--- config.mk ---
export PLATFORM = sky130hd
export DESIGN_NAME = npr_dist
export DESIGN_NICKNAME = d
export VERILOG_FILES = /design/src/hw/rtl/npr_pkg.sv /design/src/hw/rtl/npr_dist.sv
export SDC_FILE = /design/constraint.sdc
export NUM_CORES = 2
export LEC_CHECK = 0
export BUFFER_PORTS_ARGS = -buffer_cell sky130_fd_sc_hd__buf_2
export CORE_ASPECT_RATIO = 0.75
export CORE_UTILIZATION = 55
export CTS_CLUSTER_DIAMETER = 120
export CTS_CLUSTER_SIZE = 10
export DETAILED_ROUTE_END_ITERATION = 7
export PLACE_DENSITY = 0.74
export SLEW_MARGIN = 20
export SYNTH_ARGS = -nofsm -noshare
export SYNTH_HDL_FRONTEND = slang
export SYNTH_SLANG_ARGS = --single-unit
--- constraint.sdc ---
create_clock -name i_clk -period 9 [get_ports i_clk]
set_input_delay 1.35 -clock i_clk [delete_from_list [all_inputs] [get_ports i_clk]]
set_output_delay 1.35 -clock i_clk [all_outputs]
set_load 0.005 [all_outputs]
--- src/hw/rtl/npr_pkg.sv ---
`default_nettype none
// ----------------------------------------------------------------------------
// npr_pkg
// Shared types and constants for the nearest place resolver.
// ----------------------------------------------------------------------------
package npr_pkg;

    localparam int MODE_W    = 2;
    localparam int LAT_W     = 31;
    localparam int LON_W     = 32;
    localparam int TAG_IN_W  = 16;
    localparam int IDX_OUT_W = 8;
    localparam int SQ_LAT_W  = 2 * (LAT_W - 1) + 2;   // |dlat| < 2^31
    localparam int SQ_LON_W  = 2 * LON_W;             // |dlon| < 2^32
    localparam int DIST_W    = SQ_LON_W + 1;

    localparam logic [MODE_W-1:0] MODE_CLEAR  = 2'd0;
    localparam logic [MODE_W-1:0] MODE_APPEND = 2'd1;
    localparam logic [MODE_W-1:0] MODE_QUERY  = 2'd2;

    typedef struct packed {
        logic signed [LAT_W-1:0] lat;
        logic signed [LON_W-1:0] lon;
    } t_coord;

    typedef enum logic [1:0] {
        ST_IDLE,
        ST_SCAN,
        ST_EMIT
    } t_state;

endpackage
`default_nettype wire

--- src/hw/rtl/npr_dist.sv ---
`default_nettype none
// ----------------------------------------------------------------------------
// npr_dist
// Two-stage squared distance pipe: absolute differences, then squares.
// A side payload (index and tag) travels along with each entry.
// ----------------------------------------------------------------------------
module npr_dist
    import npr_pkg::*;
#(
    parameter int SIDE_W = 24
) (
    input  wire                 i_clk,
    input  wire                 i_rst_n,
    input  wire                 i_vld,
    input  t_coord              i_pt,
    input  t_coord              i_q,
    input  wire  [SIDE_W-1:0]   i_side,
    output logic                o_vld,
    output logic                o_busy,
    output logic [SQ_LAT_W-1:0] o_sq_lat,
    output logic [SQ_LON_W-1:0] o_sq_lon,
    output logic [SIDE_W-1:0]   o_side
);

    logic                  r_vld1;
    logic [LAT_W-1:0]      r_dlat;
    logic [LON_W-1:0]      r_dlon;
    logic [SIDE_W-1:0]     r_side1;

    logic signed [LAT_W:0] w_pa;
    logic signed [LAT_W:0] w_qa;
    logic signed [LON_W:0] w_po;
    logic signed [LON_W:0] w_qo;
    logic [LAT_W:0]        w_dlat_pq;
    logic [LAT_W:0]        w_dlat_qp;
    logic [LON_W:0]        w_dlon_pq;
    logic [LON_W:0]        w_dlon_qp;

    // one bit of headroom, both subtraction orders side by side
    assign w_pa      = (LAT_W+1)'(i_pt.lat);
    assign w_qa      = (LAT_W+1)'(i_q.lat);
    assign w_po      = (LON_W+1)'(i_pt.lon);
    assign w_qo      = (LON_W+1)'(i_q.lon);
    assign w_dlat_pq = w_pa - w_qa;
    assign w_dlat_qp = w_qa - w_pa;
    assign w_dlon_pq = w_po - w_qo;
    assign w_dlon_qp = w_qo - w_po;

    always_ff @(posedge i_clk) begin
        if (!i_rst_n) begin
            r_vld1 <= 1'b0;
            o_vld  <= 1'b0;
        end else begin
            r_vld1 <= i_vld;
            o_vld  <= r_vld1;
        end
    end

    always_ff @(posedge i_clk) begin
        r_dlat   <= (w_pa >= w_qa) ? w_dlat_pq[LAT_W-1:0] : w_dlat_qp[LAT_W-1:0];
        r_dlon   <= (w_po >= w_qo) ? w_dlon_pq[LON_W-1:0] : w_dlon_qp[LON_W-1:0];
        r_side1  <= i_side;
        o_sq_lat <= SQ_LAT_W'(r_dlat) * SQ_LAT_W'(r_dlat);
        o_sq_lon <= SQ_LON_W'(r_dlon) * SQ_LON_W'(r_dlon);
        o_side   <= r_side1;
    end

    assign o_busy = r_vld1 | o_vld;

endmodule
`default_nettype wire

* Yosys cells after proc, flatten, opt, wreduce, memory -nomap -nowiden *
Cells that the tools add are included.
Widths: inputs -> output; s select.

cells by class
  $add $sub $neg = 4
  multipliers = 2
  div/mod/pow operators = 0
  $lt $le $gt $ge = 2
  equality and inequality tests = 0
  shift operators = 0
  mux-type cells = 2
  bitwise logic cells = 1
  reductions and logical operators = 0

operators by type and width
  operator        count
  $mul 32x32->64  1
  $sub 32x32->32  2
  $mul 31x31->62  1
  $sub 31x31->31  2
  $ge 32x32->1    1
  $mux 32         1
  $ge 31x31->1    1
  $mux 31         1
  $or 1x1->1      1

storage, ports and cells
  register bits after elaboration = 239
  bits in latches = 0
  RAM bits = 0
  ROM bits = 0
  input port bits = 153
  output and inout port bits = 152
  logic and storage cells = 19
  memories kept = 0

* Depth between registers and ports, before layout *
  depth in word-level cells = 2
  mapped depth = 31
  mapped depth without buffers = 28

* Worst setup path after synthesis *
No wires, ideal clock.

  path type = reg2reg
  start point = register r_dlon[14]
  end point = register o_sq_lon[62]
  library setup time = 0.072 ns
  arrival time = 7.666 ns
  required time = 8.928 ns
  path slack = 1.262 ns
  stages on the path, launching flop included = 29
  path buffers = 2
  clock period less this slack = 7.738 ns
  path through = dfxtp_1 > clkbuf_1 > clkbuf_1 > nand2_1 > fa_1 > inv_1 > fa_1 > inv_1 > fa_1 > fa_1 > inv_1 > fa_1 > inv_1 > fa_1 > inv_1 > fa_1 > fa_1 > ha_1 > nand4_1 > or4_1 > nor4_1 > or3_1 > o21ai_1 > o31ai_2 > a221oi_2 > o211ai_1 > a21oi_1 > o21ai_1 > xor2_1

on the way
  longest elaborated chain between the ends = 1

RTL lines
  item                    line            RTL
  from (decl)             npr_dist.sv:27  logic [LON_W-1:0] r_dlon;
  from (signal assigned)  npr_dist.sv:61  r_dlon <= (w_po >= w_qo) ? w_dlon_pq[LON_W-1:0] : w_dlon_qp[LON_W-1:0];
  $mul 32x32->64          npr_dist.sv:64  o_sq_lon <= SQ_LON_W'(r_dlon) * SQ_LON_W'(r_dlon);
  to (signal assigned)    npr_dist.sv:64
  to (decl)               npr_dist.sv:21  output logic [SQ_LON_W-1:0] o_sq_lon,

No other way between the ends.
A chain may end at the register's enable or synchronous reset.

* Worst setup path in the final report *
  start point = register r_dlon[17]
  end point = register o_sq_lon[45]

The elaborated chain is that of the path after synthesis.

==> results.toml <==
[critical_path]
r2r-start = "r_dlon[17]"
cp-start-kind = "flip-flop"
path_max_fanout = 18
cp_data_arrival_time_ns = 9.30
critPathCapture = "o_sq_lon[45]"
worstSetupStartpoint = "r_dlon[17]"
critPathCaptureType = "flip-flop"
required_ns = 9.56
regToRegSetupSlack_ns = 0.26
r2r_cells = 22
worstSetupPathType = "flip-flop to flip-flop"
timing.rr.end = "o_sq_lon[45]"

[finish]
nets = 9920
fill_cells = 10500
final_cell_area_mm2 = 0.0723
area_growth_pct = 6.40
final_common_cell = "inv_1"
layout_common_cells = "2019 x inv_1, 1544 x fa_1, 686 x ha_1"
drive_gt1_share_pct = 7.18
fin_util_pct = 59.1

[clocking]
cts_max_path_buffers = 3
post_cts_buffers = 0
hold_buffers = 0
clk_latency_ns = 0.66
cts_tree = "yes"
cts_root_buffer = "clkbuf_16"
numCtsBuffers = 27
cts.repair.resized = 0
clock-sinks = 237
path_clk_slew_ns = 0.07
cts-htree-levels = 1

[yosys]
syn_inst = 7353
syn-mean-instance-area_um2 = 9.25
async_flop_share_pct = 0
synth-xor-area-share_pct = 3.07
yosysWarnings = 0
synth_area_mm2 = 0.0680
yosysTopAreaCell = "fa_1"
synthSimpleGateAreaFrac_pct = 10.6
synth_fa_ha_area_share_pct = 58.1
synth_compound_area_share_pct = 7.81
synth_seq_cells = 237
synth-edff-count = 0
synth_ff_type = "dfxtp_1"
ys_seq_area_share_pct = 6.98
yosysTopAreaCellShare_pct = 45.5
synth_top_family_by_area = "adder cells"
synth.distinct_cells = 78
ys_top_cells_by_area = "fa_1 45%, ha_1 13%, inv_1 11%"
synth.area.mux_share_pct = 0.571

[grt]
grt_pass1_wl_um = 296000
grt_antenna_before_repair = 10
grt_max_degree = 41
grt_pass1_vias = 53200
grt_overflow_total = 0
grt_use_total_pct = 30.3

[sta]
setup_viol = 0
fin_worst_skew_ns = 0.0463
slew_violations = 0
max_freq_ghz = 0.114
rsz0062_at_grt = "false"
hold_viol = 0
setup-tns-final_ns = 0
max_slew_margin_pct = 26.0
worstMarginPinSlew_ns = 1.11
setup_ws_ns = 0.256
period_share_pct = 97.2
period_minus_slack_ns = 8.74

[floorplan]
dieWidth_um = 408
die_y_um = 306
die_area_mm2 = 0.125
core_mm2 = 0.122
num_rows = 111
io_pins = 305
initial_utilization_pct = 55.6

[place]
pre_cts_ws_ns = 0.165
dp_hpwl_um = 156000
gp_congestion = 1.01
post_dp_cell_area_mm2 = 0.0716
portBuffers = 302

[drt]
avgRoutedWirePerCell_um = 19.9
drc = 0
dr.pass1.iters = 6
viasPerCell = 5.39
antenna_left = 0
num_vias = 49500
wl_um = 182000
drt_iter0_drc = 4287

[status]
status = "complete, no violations"

[worst_hold_path]
hp-class = "flip-flop to flip-flop"

[job]
cap_violations = 0
-- layer usage --
layer  part of all wire [%]  global-route usage [%]  vias up
met5                  0.022                       0        -
met4                    1.8                    5.20        6
met3                     12                    9.20      205
met2                     42                    43.2     2140
met1                     45                    45.6    24900
li1                       -                       -    22300
-- area by class of cell --
| class | count | area [um2] | share of cell area [%] |
|---|---|---|---|
| clock buffers | 27 | 676 | 0.934 |
| repair buffers | 452 | 2710 | 3.75 |
| flip-flops and latches | 237 | 4750 | 6.57 |
| well taps | 1638 | 2050 | 2.83 |
| inverters | 2019 | 7580 | 10.5 |
| clock inverters | 2 | 25.0 | 0.0346 |
| diodes | 4 | 10.0 | 0.0138 |
| multi-input cells | 4800 | 54500 | 75.4 |
-- registers in the layout, indices dropped and copies added (netlist names) --
name	cells
r_side1	24
r_vld1	1
o_sq_lon	63
o_vld	1
o_side	24
o_sq_lat	61
r_dlat	31
r_dlon	32
-- worst min path at each step --
stage	endpoint	slack, ns	startpoint	cells past startpoint
after floorplan	o_side[0]	0.31	r_side1[0]	0
after global placement	o_side[18]	0.31	r_side1[18]	0
after detailed placement	o_side[15]	0.31	r_side1[15]	0
after CTS	o_side[2]	0.32	r_side1[2]	0
after global routing	o_side[8]	0.33	r_side1[8]	0
final	o_side[2]	0.32	r_side1[2]	0
-- worst max-delay path, cell delays in order, from the launching register on --
cell	delay (ns)
dfxtp_1	0.70
buf_4	0.41
and2_1	0.26
fa_1	0.45
inv_1	0.08
fa_1	0.44
fa_1	0.48
fa_1	0.56
inv_1	0.06
fa_1	0.55
fa_1	0.43
fa_1	0.54
fa_1	0.43
ha_1	0.40
a21oi_1	0.36
o21ai_0	0.37
a221oi_1	0.39
o21ai_0	0.17
a21oi_1	0.43
o21ai_0	0.42
buf_4	0.27
a311oi_1	0.32
xnor2_1	0.15
-- synthesized netlist by cell type, types with 5 or more instances --
master / number
inv_1: 2019
fa_1: 1544
ha_1: 686
nand2_1: 621
and2_1: 432
clkbuf_1: 270
a21oi_1: 241
dfxtp_1: 237
a21o_1: 169
nor2_1: 159
o21ai_0: 136
xnor2_1: 123
xor2_1: 115
nand3_1: 47
o21bai_1: 45
nand4_1: 44
a31oi_1: 40
nor2b_1: 38
a211oi_1: 33
mux2i_1: 32
nor3_1: 32
o21a_1: 31
nand2b_1: 27
a31o_2: 22
and3_1: 17
buf_2: 15
or2_2: 11
or3_1: 11
nor4_1: 9
buf_1: 8
o211ai_1: 8
and4_1: 7
o21ai_1: 7
or4_1: 7
a211o_1: 6
a221oi_1: 6
mux2_2: 6
o31ai_1: 6
a41o_1: 5
o22ai_1: 5
o41ai_1: 5
-- logic make-up after synthesis --
logic type                 after synthesis
buffers and inverters                 2317
adders and majority gates             2230
and+or+nand+nor                       1474
AOI/OAI and AO/OA                      818
xor gates and xnor gates               238
DFF                                    237
muxes                                   38
other                                    1
-- metrics by stage --
| stage | hold slack (ns) | std cells |
|---|---|---|
| 2_1_floorplan | 0.310 | 7354 |
| 3_3_place_gp | 0.310 | 9146 |
| 3_5_place_dp | 0.312 | 9146 |
| 4_1_cts | 0.321 | 9175 |
| 5_1_grt | 0.327 | 9175 |
| 6_report | 0.321 | 9179 |
Power is left out: the tool's default activity adds up to more than one toggle a clock period on the data nets, which glitch-free logic cannot reach.
